**src/hdl/gnst_pkg.sv**
```systemverilog
// Shared types and constants of the gated nearest seed tracker.
// No dependencies; every other file of the block refers to it by scoped names.
package gnst_pkg;

    // Field widths fixed by the stream format
    localparam int OP_W      = 2;
    localparam int CI_W      = 6;
    localparam int EX_W      = 7;
    localparam int HALF_W    = 15;
    localparam int REG_W     = 16;
    localparam int DIFF_W    = 16;
    localparam int SQ_W      = 31;
    localparam int SCORE_W   = 32;
    localparam int CFG_IDX_W = 3;

    // Request kinds carried in tuser
    typedef enum logic [OP_W-1:0] {
        OP_POINT  = 2'd0,
        OP_LAST   = 2'd1,
        OP_END    = 2'd2,
        OP_RESEED = 2'd3
    } t_op;

    // Configuration register indexes
    localparam logic [CFG_IDX_W-1:0] CFG_HALF_X  = 3'd0;
    localparam logic [CFG_IDX_W-1:0] CFG_HALF_Y  = 3'd1;
    localparam logic [CFG_IDX_W-1:0] CFG_INIT_X  = 3'd2;
    localparam logic [CFG_IDX_W-1:0] CFG_LEFT_Y  = 3'd3;
    localparam logic [CFG_IDX_W-1:0] CFG_RIGHT_Y = 3'd4;
    localparam logic [CFG_IDX_W-1:0] CFG_SIDE    = 3'd5;

    // Register values after reset
    localparam logic [HALF_W-1:0] RST_HALF_X  = 15'd512;
    localparam logic [HALF_W-1:0] RST_HALF_Y  = 15'd256;
    localparam logic [REG_W-1:0]  RST_INIT_X  = 16'd0;
    localparam logic [REG_W-1:0]  RST_LEFT_Y  = 16'd384;
    localparam logic [REG_W-1:0]  RST_RIGHT_Y = 16'hFE80;
    localparam logic              RST_SIDE    = 1'b0;

    // Cluster code meaning "no cluster"
    localparam logic signed [EX_W-1:0] NO_CLUSTER = -7'sd1;

    // Configuration register file contents
    typedef struct packed {
        logic [HALF_W-1:0] half_x;
        logic [HALF_W-1:0] half_y;
        logic [REG_W-1:0]  init_x;
        logic [REG_W-1:0]  left_y;
        logic [REG_W-1:0]  right_y;
        logic              side;
    } t_cfg;

    // Control flags of one point as it moves down the pipeline
    typedef struct packed {
        logic            frame_end;
        logic            point;
        logic            cand;
        logic [CI_W-1:0] ci;
    } t_pt_ctl;

endpackage

```
**src/hdl/gnst_cfg.sv**
```systemverilog
// Configuration register file of the gated nearest seed tracker.
// Depends on gnst_pkg for the register indexes, reset values and t_cfg.
module gnst_cfg (
    input  logic                           i_clk,
    input  logic                           i_rst_n,
    input  logic                           i_valid,
    input  logic [gnst_pkg::CFG_IDX_W-1:0] i_index,
    input  logic [gnst_pkg::REG_W-1:0]     i_data,
    output logic                           o_ready,
    output gnst_pkg::t_cfg                 o_cfg
);

    gnst_pkg::t_cfg r_cfg;

    // Writes are taken in any cycle.
    assign o_ready = 1'b1;
    assign o_cfg   = r_cfg;

    // Register writes; an index beyond the list is dropped.
    always_ff @(posedge i_clk) begin
        if (!i_rst_n) begin
            r_cfg.half_x  <= gnst_pkg::RST_HALF_X;
            r_cfg.half_y  <= gnst_pkg::RST_HALF_Y;
            r_cfg.init_x  <= gnst_pkg::RST_INIT_X;
            r_cfg.left_y  <= gnst_pkg::RST_LEFT_Y;
            r_cfg.right_y <= gnst_pkg::RST_RIGHT_Y;
            r_cfg.side    <= gnst_pkg::RST_SIDE;
        end else if (i_valid) begin
            case (i_index)
                gnst_pkg::CFG_HALF_X:  r_cfg.half_x  <= i_data[gnst_pkg::HALF_W-1:0];
                gnst_pkg::CFG_HALF_Y:  r_cfg.half_y  <= i_data[gnst_pkg::HALF_W-1:0];
                gnst_pkg::CFG_INIT_X:  r_cfg.init_x  <= i_data;
                gnst_pkg::CFG_LEFT_Y:  r_cfg.left_y  <= i_data;
                gnst_pkg::CFG_RIGHT_Y: r_cfg.right_y <= i_data;
                gnst_pkg::CFG_SIDE:    r_cfg.side    <= i_data[0];
                default: ;
            endcase
        end
    end

endmodule

```
**src/hdl/gnst_gate.sv**
```systemverilog
// Input stage of the tracker: request register, per-cluster minimum x memory,
// seen bits, exclusion and window test. Depends on gnst_pkg.
module gnst_gate #(
    parameter int MAX_CLUSTERS = 64,
    parameter int COORD_WIDTH  = 16
) (
    input  logic                                i_clk,
    input  logic                                i_rst_n,
    input  logic                                i_en,
    input  logic                                i_accept,
    input  gnst_pkg::t_op                       i_op,
    input  logic signed [COORD_WIDTH-1:0]       i_px,
    input  logic signed [COORD_WIDTH-1:0]       i_py,
    input  logic [gnst_pkg::CI_W-1:0]           i_ci,
    input  logic signed [gnst_pkg::EX_W-1:0]    i_ex,
    input  gnst_pkg::t_cfg                      i_cfg,
    input  logic signed [COORD_WIDTH-1:0]       i_seed_x,
    input  logic signed [COORD_WIDTH-1:0]       i_seed_y,
    output gnst_pkg::t_pt_ctl                   o_md,
    output logic signed [COORD_WIDTH-1:0]       o_md_min,
    output logic signed [gnst_pkg::DIFF_W-1:0]  o_md_dx,
    output logic signed [gnst_pkg::DIFF_W-1:0]  o_md_dy,
    output logic                                o_in_fe,
    output logic                                o_reseed
);

    localparam int AW = $clog2(MAX_CLUSTERS);
    localparam int WW = ((COORD_WIDTH > gnst_pkg::DIFF_W) ? COORD_WIDTH : gnst_pkg::DIFF_W) + 2;

    // Request register
    logic                             r_in_valid;
    gnst_pkg::t_op                    r_in_op;
    logic signed [COORD_WIDTH-1:0]    r_in_px;
    logic signed [COORD_WIDTH-1:0]    r_in_py;
    logic [gnst_pkg::CI_W-1:0]        r_in_ci;
    logic signed [gnst_pkg::EX_W-1:0] r_in_ex;
    logic signed [COORD_WIDTH-1:0]    r_rd;

    // Per-cluster state
    logic signed [COORD_WIDTH-1:0]    r_min_x [MAX_CLUSTERS];
    logic [MAX_CLUSTERS-1:0]          r_seen;

    // Output stage registers
    gnst_pkg::t_pt_ctl                r_md;
    logic signed [COORD_WIDTH-1:0]    r_md_min;
    logic signed [gnst_pkg::DIFF_W-1:0] r_md_dx;
    logic signed [gnst_pkg::DIFF_W-1:0] r_md_dy;

    logic [AW-1:0]                    rd_addr;
    logic [AW-1:0]                    wr_addr;
    logic                             in_range;
    logic                             is_point;
    logic                             frame_end;
    logic                             seen;
    logic signed [COORD_WIDTH-1:0]    min_after;
    logic                             wr_en;
    logic                             excluded;
    logic signed [WW-1:0]             dx;
    logic signed [WW-1:0]             dy;
    logic signed [WW-1:0]             half_x;
    logic signed [WW-1:0]             half_y;
    logic                             in_window;
    logic                             cand;

    // Decode of the held request
    always_comb begin
        rd_addr   = AW'(i_ci);
        wr_addr   = AW'(r_in_ci);
        in_range  = 32'(r_in_ci) < MAX_CLUSTERS;
        is_point  = r_in_valid && in_range &&
                    (r_in_op == gnst_pkg::OP_POINT || r_in_op == gnst_pkg::OP_LAST);
        frame_end = r_in_valid &&
                    (r_in_op == gnst_pkg::OP_LAST || r_in_op == gnst_pkg::OP_END);
        seen      = in_range && r_seen[wr_addr];
        min_after = (!seen || r_in_px < r_rd) ? r_in_px : r_rd;
        wr_en     = i_en && is_point;
    end

    // Exclusion and inclusive rectangle around the seed
    always_comb begin
        excluded  = !r_in_ex[gnst_pkg::EX_W-1] &&
                    (r_in_ex[gnst_pkg::CI_W-1:0] == r_in_ci);
        half_x    = $signed(WW'(i_cfg.half_x));
        half_y    = $signed(WW'(i_cfg.half_y));
        dx        = WW'(r_in_px) - WW'(i_seed_x);
        dy        = WW'(r_in_py) - WW'(i_seed_y);
        in_window = (dx >= -half_x) && (dx <= half_x) &&
                    (dy >= -half_y) && (dy <= half_y);
        cand      = is_point && !excluded && in_window;
    end

    // Request register; the memory read is taken at acceptance, with the
    // write of the same edge passed around the memory.
    always_ff @(posedge i_clk) begin
        if (!i_rst_n) begin
            r_in_valid <= 1'b0;
        end else if (i_en) begin
            r_in_valid <= i_accept;
        end
    end

    always_ff @(posedge i_clk) begin
        if (i_accept) begin
            r_in_op <= i_op;
            r_in_px <= i_px;
            r_in_py <= i_py;
            r_in_ci <= i_ci;
            r_in_ex <= i_ex;
            r_rd    <= (wr_en && wr_addr == rd_addr) ? min_after : r_min_x[rd_addr];
        end
    end

    // Minimum x memory write
    always_ff @(posedge i_clk) begin
        if (wr_en) begin
            r_min_x[wr_addr] <= min_after;
        end
    end

    // Seen bits, cleared at once by a frame end
    always_ff @(posedge i_clk) begin
        if (!i_rst_n) begin
            r_seen <= '0;
        end else if (i_en) begin
            if (frame_end) begin
                r_seen <= '0;
            end else if (is_point) begin
                r_seen[wr_addr] <= 1'b1;
            end
        end
    end

    // Stage register toward the squaring stage
    always_ff @(posedge i_clk) begin
        if (!i_rst_n) begin
            r_md <= '0;
        end else if (i_en) begin
            r_md.frame_end <= frame_end;
            r_md.point     <= is_point;
            r_md.cand      <= cand;
            r_md.ci        <= r_in_ci;
        end
    end

    always_ff @(posedge i_clk) begin
        if (i_en) begin
            r_md_min <= min_after;
            r_md_dx  <= dx[gnst_pkg::DIFF_W-1:0];
            r_md_dy  <= dy[gnst_pkg::DIFF_W-1:0];
        end
    end

    assign o_md     = r_md;
    assign o_md_min = r_md_min;
    assign o_md_dx  = r_md_dx;
    assign o_md_dy  = r_md_dy;
    assign o_in_fe  = frame_end;
    assign o_reseed = i_en && r_in_valid && (r_in_op == gnst_pkg::OP_RESEED);

endmodule

```
**src/hdl/gnst_square.sv**
```systemverilog
// Squaring stage of the tracker: squares both offsets of a point to the seed.
// Depends on gnst_pkg for widths and the point control struct.
module gnst_square #(
    parameter int COORD_WIDTH = 16
) (
    input  logic                               i_clk,
    input  logic                               i_rst_n,
    input  logic                               i_en,
    input  gnst_pkg::t_pt_ctl                  i_md,
    input  logic signed [COORD_WIDTH-1:0]      i_min,
    input  logic signed [gnst_pkg::DIFF_W-1:0] i_dx,
    input  logic signed [gnst_pkg::DIFF_W-1:0] i_dy,
    output gnst_pkg::t_pt_ctl                  o_sq,
    output logic signed [COORD_WIDTH-1:0]      o_min,
    output logic [gnst_pkg::SQ_W-1:0]          o_sqx,
    output logic [gnst_pkg::SQ_W-1:0]          o_sqy
);

    gnst_pkg::t_pt_ctl                       r_sq;
    logic signed [COORD_WIDTH-1:0]           r_min;
    logic [gnst_pkg::SQ_W-1:0]               r_sqx;
    logic [gnst_pkg::SQ_W-1:0]               r_sqy;
    logic signed [2*gnst_pkg::DIFF_W-1:0]    prod_x;
    logic signed [2*gnst_pkg::DIFF_W-1:0]    prod_y;

    // Squares are never negative and at most 2^30.
    always_comb begin
        prod_x = i_dx * i_dx;
        prod_y = i_dy * i_dy;
    end

    always_ff @(posedge i_clk) begin
        if (!i_rst_n) begin
            r_sq <= '0;
        end else if (i_en) begin
            r_sq <= i_md;
        end
    end

    always_ff @(posedge i_clk) begin
        if (i_en) begin
            r_min <= i_min;
            r_sqx <= prod_x[gnst_pkg::SQ_W-1:0];
            r_sqy <= prod_y[gnst_pkg::SQ_W-1:0];
        end
    end

    assign o_sq  = r_sq;
    assign o_min = r_min;
    assign o_sqx = r_sqx;
    assign o_sqy = r_sqy;

endmodule

```
**src/hdl/gnst_track.sv**
```systemverilog
// Tracking stage: best candidate of the frame, seed state and result register.
// Depends on gnst_pkg for widths, codes and the point control struct.
module gnst_track #(
    parameter int COORD_WIDTH = 16
) (
    input  logic                              i_clk,
    input  logic                              i_rst_n,
    input  logic                              i_en,
    input  gnst_pkg::t_pt_ctl                 i_sq,
    input  logic signed [COORD_WIDTH-1:0]     i_min,
    input  logic [gnst_pkg::SQ_W-1:0]         i_sqx,
    input  logic [gnst_pkg::SQ_W-1:0]         i_sqy,
    input  logic                              i_reseed,
    input  gnst_pkg::t_cfg                    i_cfg,
    input  logic                              i_m_tready,
    output logic                              o_stall,
    output logic signed [COORD_WIDTH-1:0]     o_seed_x,
    output logic signed [COORD_WIDTH-1:0]     o_seed_y,
    output logic                              o_valid,
    output logic signed [gnst_pkg::EX_W-1:0]  o_matched,
    output logic signed [COORD_WIDTH-1:0]     o_out_x,
    output logic signed [COORD_WIDTH-1:0]     o_out_y,
    output logic                              o_flag
);

    // Seed state
    logic signed [COORD_WIDTH-1:0]     r_seed_x;
    logic signed [COORD_WIDTH-1:0]     r_seed_y;
    logic                              r_flag;

    // Best candidate of the running frame, with its cluster's current minimum x
    logic                              r_best_valid;
    logic [gnst_pkg::SCORE_W-1:0]      r_best_dist;
    logic [gnst_pkg::CI_W-1:0]         r_best_ci;
    logic signed [COORD_WIDTH-1:0]     r_best_min;

    // Result register
    logic                              r_out_valid;
    logic signed [gnst_pkg::EX_W-1:0]  r_out_matched;
    logic signed [COORD_WIDTH-1:0]     r_out_x;
    logic signed [COORD_WIDTH-1:0]     r_out_y;
    logic                              r_out_flag;

    logic [gnst_pkg::SCORE_W-1:0]      score;
    logic                              win;
    logic                              same;
    logic                              n_best_valid;
    logic [gnst_pkg::SCORE_W-1:0]      n_best_dist;
    logic [gnst_pkg::CI_W-1:0]         n_best_ci;
    logic signed [COORD_WIDTH-1:0]     n_best_min;
    logic                              load;

    // Score and best update for the point in this stage
    always_comb begin
        score        = gnst_pkg::SCORE_W'(i_sqx) + gnst_pkg::SCORE_W'(i_sqy);
        win          = i_sq.cand && (score < r_best_dist);
        same         = i_sq.point && r_best_valid && (i_sq.ci == r_best_ci);
        n_best_valid = r_best_valid || win;
        n_best_dist  = win ? score : r_best_dist;
        n_best_ci    = win ? i_sq.ci : r_best_ci;
        n_best_min   = (win || same) ? i_min : r_best_min;
    end

    // A frame end holds the pipeline only while the last result is not taken.
    assign o_stall = i_sq.frame_end && r_out_valid && !i_m_tready;
    assign load    = i_en && i_sq.frame_end;

    // Frame accumulators
    always_ff @(posedge i_clk) begin
        if (!i_rst_n) begin
            r_best_valid <= 1'b0;
            r_best_dist  <= '1;
        end else if (i_en) begin
            if (i_sq.frame_end) begin
                r_best_valid <= 1'b0;
                r_best_dist  <= '1;
            end else begin
                r_best_valid <= n_best_valid;
                r_best_dist  <= n_best_dist;
            end
        end
    end

    always_ff @(posedge i_clk) begin
        if (i_en) begin
            r_best_ci  <= n_best_ci;
            r_best_min <= n_best_min;
        end
    end

    // Seed update on a match and reload on a reseed request
    always_ff @(posedge i_clk) begin
        if (!i_rst_n) begin
            r_seed_x <= COORD_WIDTH'(gnst_pkg::RST_INIT_X);
            r_seed_y <= COORD_WIDTH'(gnst_pkg::RST_SIDE ? gnst_pkg::RST_RIGHT_Y
                                                          : gnst_pkg::RST_LEFT_Y);
            r_flag   <= 1'b0;
        end else if (i_reseed) begin
            r_seed_x <= COORD_WIDTH'(i_cfg.init_x);
            r_seed_y <= COORD_WIDTH'(i_cfg.side ? i_cfg.right_y : i_cfg.left_y);
            r_flag   <= 1'b0;
        end else if (load && n_best_valid) begin
            r_seed_x <= n_best_min;
            r_flag   <= 1'b1;
        end
    end

    // Result register
    always_ff @(posedge i_clk) begin
        if (!i_rst_n) begin
            r_out_valid <= 1'b0;
        end else if (load) begin
            r_out_valid <= 1'b1;
        end else if (i_m_tready) begin
            r_out_valid <= 1'b0;
        end
    end

    always_ff @(posedge i_clk) begin
        if (load) begin
            r_out_matched <= n_best_valid ? $signed({1'b0, n_best_ci})
                                          : gnst_pkg::NO_CLUSTER;
            r_out_x       <= n_best_valid ? n_best_min : r_seed_x;
            r_out_y       <= r_seed_y;
            r_out_flag    <= n_best_valid || r_flag;
        end
    end

    assign o_seed_x  = r_seed_x;
    assign o_seed_y  = r_seed_y;
    assign o_valid   = r_out_valid;
    assign o_matched = r_out_matched;
    assign o_out_x   = r_out_x;
    assign o_out_y   = r_out_y;
    assign o_flag    = r_out_flag;

endmodule

```
**src/hdl/gated_nearest_seed_tracker.sv**
```systemverilog
// Top level of the gated nearest seed tracker.
// Depends on gnst_pkg, gnst_cfg, gnst_gate, gnst_square and gnst_track.
//
//  channel   direction  handshake                  payload
//  i_s_*     in         i_s_tvalid / o_s_tready    tdata: x, y, cluster, excluded; tuser: kind
//  o_m_*     out        o_m_tvalid / i_m_tready    tdata: cluster, seed x, seed y, matched
//  i_cfg_*   in         i_cfg_valid / o_cfg_ready  register index and data
//
// One request is taken per cycle while the pipeline does not stall. A frame-ending
// request (last point or empty frame end) holds off input while it is in the request
// register or the stage register after it, since the seed that it may move is written
// in the last stage, two stages after the window test, where its result is also registered.
// Reset clears all control state at once; there is no clearing pass.
// A waiting result stalls input only when the next frame end reaches the last stage.
module gated_nearest_seed_tracker #(
    parameter int MAX_CLUSTERS = 64,
    parameter int COORD_WIDTH  = 16,
    localparam int IN_W  = ((2 * COORD_WIDTH + gnst_pkg::CI_W + gnst_pkg::EX_W + 7) / 8) * 8,
    localparam int OUT_W = ((2 * COORD_WIDTH + gnst_pkg::EX_W + 1 + 7) / 8) * 8
) (
    input  logic                           i_clk,
    input  logic                           i_rst_n,
    input  logic                           i_s_tvalid,
    output logic                           o_s_tready,
    // Fields from bit 0: point_x, point_y, cluster_index, excluded_cluster, zero fill
    input  logic [IN_W-1:0]                i_s_tdata,
    // Fields from bit 0: operation
    input  logic [gnst_pkg::OP_W-1:0]      i_s_tuser,
    output logic                           o_m_tvalid,
    input  logic                           i_m_tready,
    // Fields from bit 0: matched_cluster, seed_x_out, seed_y_out, seed_matched, zero fill
    output logic [OUT_W-1:0]               o_m_tdata,
    input  logic                           i_cfg_valid,
    output logic                           o_cfg_ready,
    input  logic [gnst_pkg::CFG_IDX_W-1:0] i_cfg_index,
    input  logic [gnst_pkg::REG_W-1:0]     i_cfg_data
);

    localparam int CI_LO = 2 * COORD_WIDTH;
    localparam int EX_LO = CI_LO + gnst_pkg::CI_W;

    gnst_pkg::t_cfg                      cfg;
    gnst_pkg::t_pt_ctl                   md;
    gnst_pkg::t_pt_ctl                   sq;
    logic signed [COORD_WIDTH-1:0]       md_min;
    logic signed [gnst_pkg::DIFF_W-1:0]  md_dx;
    logic signed [gnst_pkg::DIFF_W-1:0]  md_dy;
    logic signed [COORD_WIDTH-1:0]       sq_min;
    logic [gnst_pkg::SQ_W-1:0]           sq_x;
    logic [gnst_pkg::SQ_W-1:0]           sq_y;
    logic signed [COORD_WIDTH-1:0]       seed_x;
    logic signed [COORD_WIDTH-1:0]       seed_y;
    logic signed [gnst_pkg::EX_W-1:0]    out_matched;
    logic signed [COORD_WIDTH-1:0]       out_x;
    logic signed [COORD_WIDTH-1:0]       out_y;
    logic                                out_flag;
    logic                                in_fe;
    logic                                reseed;
    logic                                stall;
    logic                                en;
    logic                                accept;

    // Pipeline advance and input gating
    assign en         = !stall;
    assign o_s_tready = en && !in_fe && !md.frame_end;
    assign accept     = i_s_tvalid && o_s_tready;

    gnst_cfg u_cfg (
        .i_clk   (i_clk),
        .i_rst_n (i_rst_n),
        .i_valid (i_cfg_valid),
        .i_index (i_cfg_index),
        .i_data  (i_cfg_data),
        .o_ready (o_cfg_ready),
        .o_cfg   (cfg)
    );

    gnst_gate #(
        .MAX_CLUSTERS (MAX_CLUSTERS),
        .COORD_WIDTH  (COORD_WIDTH)
    ) u_gate (
        .i_clk    (i_clk),
        .i_rst_n  (i_rst_n),
        .i_en     (en),
        .i_accept (accept),
        .i_op     (gnst_pkg::t_op'(i_s_tuser)),
        .i_px     ($signed(i_s_tdata[COORD_WIDTH-1:0])),
        .i_py     ($signed(i_s_tdata[CI_LO-1:COORD_WIDTH])),
        .i_ci     (i_s_tdata[EX_LO-1:CI_LO]),
        .i_ex     ($signed(i_s_tdata[EX_LO+gnst_pkg::EX_W-1:EX_LO])),
        .i_cfg    (cfg),
        .i_seed_x (seed_x),
        .i_seed_y (seed_y),
        .o_md     (md),
        .o_md_min (md_min),
        .o_md_dx  (md_dx),
        .o_md_dy  (md_dy),
        .o_in_fe  (in_fe),
        .o_reseed (reseed)
    );

    gnst_square #(
        .COORD_WIDTH (COORD_WIDTH)
    ) u_square (
        .i_clk   (i_clk),
        .i_rst_n (i_rst_n),
        .i_en    (en),
        .i_md    (md),
        .i_min   (md_min),
        .i_dx    (md_dx),
        .i_dy    (md_dy),
        .o_sq    (sq),
        .o_min   (sq_min),
        .o_sqx   (sq_x),
        .o_sqy   (sq_y)
    );

    gnst_track #(
        .COORD_WIDTH (COORD_WIDTH)
    ) u_track (
        .i_clk      (i_clk),
        .i_rst_n    (i_rst_n),
        .i_en       (en),
        .i_sq       (sq),
        .i_min      (sq_min),
        .i_sqx      (sq_x),
        .i_sqy      (sq_y),
        .i_reseed   (reseed),
        .i_cfg      (cfg),
        .i_m_tready (i_m_tready),
        .o_stall    (stall),
        .o_seed_x   (seed_x),
        .o_seed_y   (seed_y),
        .o_valid    (o_m_tvalid),
        .o_matched  (out_matched),
        .o_out_x    (out_x),
        .o_out_y    (out_y),
        .o_flag     (out_flag)
    );

    // Result packing, zero filled to whole bytes
    assign o_m_tdata = OUT_W'({out_flag, out_y, out_x, out_matched});

endmodule

```
**config.mk**
```make
export PLATFORM = sky130hd
export DESIGN_NAME = gated_nearest_seed_tracker
export DESIGN_NICKNAME = d
export VERILOG_FILES = /design/src/hdl/gnst_pkg.sv /design/src/hdl/gnst_cfg.sv /design/src/hdl/gnst_gate.sv /design/src/hdl/gnst_square.sv /design/src/hdl/gnst_track.sv /design/src/hdl/gated_nearest_seed_tracker.sv
export SDC_FILE = /design/constraint.sdc
export NUM_CORES = 2
export LEC_CHECK = 0
export ABC_AREA = 1
export BUFFER_PORTS_ARGS = -buffer_cell sky130_fd_sc_hd__buf_4
export CAP_MARGIN = 10
export CORE_MARGIN = 2
export CORE_UTILIZATION = 45
export CTS_BUF_LIST = sky130_fd_sc_hd__clkbuf_2 sky130_fd_sc_hd__clkbuf_4 sky130_fd_sc_hd__clkbuf_8
export DETAILED_ROUTE_END_ITERATION = 10
export PLACE_DENSITY_LB_ADDON = 0.08
export SLEW_MARGIN = 30
export SYNTH_ARGS = -nofsm -noshare
export SYNTH_HDL_FRONTEND = slang
export SYNTH_SLANG_ARGS = --single-unit
```
**constraint.sdc**
```tcl
create_clock -name i_clk -period 10.2 [get_ports i_clk]
set_input_delay 0 -clock i_clk [delete_from_list [all_inputs] [get_ports i_clk]]
set_output_delay 0 -clock i_clk [all_outputs]
set_load 0.01 [all_outputs]
```
==> flow_summary.json <==
{
  "status": "finished clean",
  "ctsLongestPathBuffers": 4,
  "path_cells": "nand2_1 > inv_1 > fa_1 > inv_1 > fa_1 > inv_1 > fa_1 > fa_1 > fa_1 > inv_1 > fa_1 > inv_1 > ha_1 > nand2_1 > nor2_1 > inv_1 > nor2_1 > nand2_1 > o211ai_1 > nand3_1 > nand2_1 > xor2_1",
  "finalSetupTns_ns": 0,
  "gp_congestion": 0.859,
  "final_nets": 8951,
  "cts_sinks": 1502,
  "worstPathRequired_ns": 10.94,
  "grt_pass1_wl_um": 349000,
  "die_h_um": 430,
  "drt-initial-drc-count": 4393,
  "cp-start-kind": "flip-flop",
  "clkTransAtPathRegs_ns": 0.07,
  "crit_slowest_cell": "edfxtp_1",
  "hold_start": "i_cfg_data[14]",
  "slew_viol_final": 0,
  "wl_um": 230000,
  "drv_cap": 0,
  "first_global_vias": 57400,
  "initial_core_util": 0.453,
  "cp-end-kind": "flip-flop",
  "cts_resized": 0,
  "grt_usage": 0.248,
  "worst_skew_pair.late_latency_ns": 1.01,
  "min_period_ns": 6.74,
  "core.rowCount": 156,
  "reg2regPathDepth": 22,
  "setup_violations": 0,
  "hold_slack_ns": 0.0814,
  "synth.distinct_cells": 48,
  "syn_to_final_growth_pct": 13.2,
  "drtPass1Iterations": 6,
  "synth_area_um2": 81800,
  "hp-class": "in -> reg",
  "vias": 57600,
  "cts.htree.levels": 5,
  "slew_headroom": 0.286,
  "slowest_delay_ns": 0.72,
  "multiInputGateArea_um2": 33700,
  "grt_max_degree": 225,
  "clock-root-buffer": "clkbuf_8",
  "cts_hold_buffers": 163,
  "yosysSeqAreaShare": 0.523,
  "avgSynthCellArea_um2": 10.5,
  "regToRegSetupSlack_ns": 3.46,
  "drc": 0,
  "synth-main-ff-cell": "edfxtp_1",
  "io_pins": 117,
  "worstPathMaxFanout": 17,
  "min_path_cells": 4,
  "drtAntennaViolNets": 0,
  "fin_skew_ns": 0.0984,
  "reg2reg_from": "u_gate.o_md_dx[2]",
  "syn-num-nets": 8638,
  "drive_gt1_frac": 0.0965,
  "r2r-end": "u_square.o_sqx[26]",
  "worstMarginPinSlew_ns": 1.07,
  "period_share": 0.661,
  "worstPathArrival_ns": 7.48,
  "crit_buf_inv": 6,
  "whs_endpoint": "u_cfg.o_cfg[78]",
  "seqCellArea_um2": 42800,
  "crit_family": "adder cells",
  "cts_tree": "done",
  "hold_viol_final": 0,
  "rsz0062_at_grt": "no",
  "yosys_warnings": 0,
  "fp.dieArea_um2": 185000,
  "path_class": "reg -> reg",
  "vias_per_cell": 5.42,
  "io_buffers": 112,
  "ys_ff_latch": 1502,
  "max_freq_mhz": 148,
  "routedWlPerCell_um": 21.7,
  "antenna_found_initial": 5,
  "hpwl_um": 146000,
  "synth_edf_count": 1273,
  "die_x_um": 430,
  "cts_inserted_buffers": 283,
  "async_flop_share": 0,
  "core-area_um2": 181000,
  "grt_overflow": 0,
  "post_cts_buffers": 0,
  "num-fill-cells": 16400,
  "syn_inst": 7757
}
[metrics by stage]
step / area [µm²] / std cells / worst slack, ns / util
floorplan: 81800 / 7757 / 4.35 / -
global placement: 85500 / 9991 / 3.59 / 0.473
detailed placement: 85600 / 9991 / 3.55 / 0.473
CTS: 92500 / 10600 / 3.46 / 0.512
global route: 92600 / 10600 / 3.02 / 0.512
finish: 92600 / 10600 / 3.46 / 0.512
[metal layers]
layer | share of wire | track usage
met1 | 0.42 | 0.325
met3 | 0.048 | 0.0304
met2 | 0.49 | 0.421
met5 | 0.000039 | 0
met4 | 0.037 | 0.0941
[worst register-to-register path: cells and delay by family, from the launching register on]
kind / cells / cell delay, ns
adder cells (fa/ha/maj): 7 / 3.72
AND/OR/NAND/NOR: 7 / 0.96
flip-flops: 1 / 0.72
buffers and inverters: 6 / 0.57
AO/OA/AOI/OAI: 1 / 0.35
XOR/XNOR: 1 / 0.19
[cells by family after synthesis]
group | after synthesis | share of synthesized area
compound gates | 1522 | 0.109
xor+xnor | 168 | 0.0180
fa+ha+maj | 807 | 0.166
buf+inv | 1495 | 0.0695
flops | 1502 | 0.523
other cells | 1 | 0.0000458
simple gates | 2262 | 0.114
[cells in the final DEF (no fill, tap or decap), types with 9 or more instances in the layout]
cell	count
nor2_1	818
o22ai_1	77
nand2_1	927
a32o_1	30
nand4_1	25
nor3_1	37
o21ai_0	699
ha_1	345
fa_1	462
o211ai_1	37
a211oi_1	11
clkinv_2	23
clkbuf_4	85
o221ai_1	182
clkinv_1	62
a21oi_1	365
nand3b_1	17
buf_4	244
edfxtp_1	1273
o21a_1	13
inv_1	1082
a31oi_1	39
and2_2	16
dlygate4sd3_1	163
xor2_1	123
xnor2_1	45
nor3_2	67
nand3_1	314
nor4_1	11
dfxtp_1	228
clkbuf_8	301
o21bai_1	38
or2_2	9
a21o_1	14
[sequential cells by signal, summed over array words and instances (netlist names), 6 cells and up]
signal	cells
u_gate.r_rd	16
u_square.o_sq	9
u_track.r_best_min	16
u_square.o_sqx	30
u_gate.r_in_px	16
u_gate.o_md_min	16
u_gate.r_in_ex	7
u_track.r_best_dist	32
u_square.o_min	16
u_track.o_seed_x	16
u_gate.r_in_py	16
u_gate.r_seen	64
u_gate.r_min_x	1024
u_track.o_matched	7
u_gate.o_md_dx	16
u_gate.o_md	9
u_track.o_out_y	16
u_cfg.o_cfg	79
u_square.o_sqy	30
u_gate.o_md_dy	16
u_track.o_out_x	16
u_track.r_best_ci	6
u_track.o_seed_y	16
u_gate.r_in_ci	6
[layout make-up]
| class | count | share of cell area |
|---|---|---|
| flip-flops and latches | 1502 | 0.462 |
| well taps | 2370 | 0.0320 |
| repair buffers | 414 | 0.0388 |
| multi-input cells | 4760 | 0.364 |
| diodes | 4 | 0.000108 |
| clock buffers | 386 | 0.0516 |
| inverters | 1109 | 0.0453 |
| clock inverters | 84 | 0.00624 |
[synthesized netlist by cell type (45+ instances only)]
master / instances / area, µm²
nor3_1: 103 / 515
edfxtp_1: 1273 / 38200
nand3_1: 315 / 1580
clkbuf_1: 318 / 1190
a21oi_1: 365 / 1830
o21ai_0: 699 / 3500
o22ai_1: 77 / 482
inv_1: 1085 / 4070
ha_1: 345 / 4320
nand2_1: 929 / 3490
dfxtp_1: 229 / 4580
fa_1: 462 / 9250
xor2_1: 123 / 1080
o221ai_1: 182 / 1590
nor2_1: 820 / 3080
xnor2_1: 45 / 394
[worst max path at each step]
stage,from,endpoint,slack (ns),cells after the start
finish,u_gate.o_md_dx[2],u_square.o_sqx[26],3.46,22
global placement,u_gate.o_md_dx[2],u_square.o_sqx[26],3.59,22
detailed placement,u_gate.o_md_dx[2],u_square.o_sqx[26],3.55,22
CTS,u_gate.o_md_dx[2],u_square.o_sqx[26],3.46,22
floorplan,u_gate.o_md_dx[1],u_square.o_sqx[26],4.35,24
global route,u_gate.o_md_dx[2],u_square.o_sqx[26],3.02,22
Power is left out: the tool's default activity adds up to more than one toggle a clock period on the data nets, which glitch-free logic cannot reach.
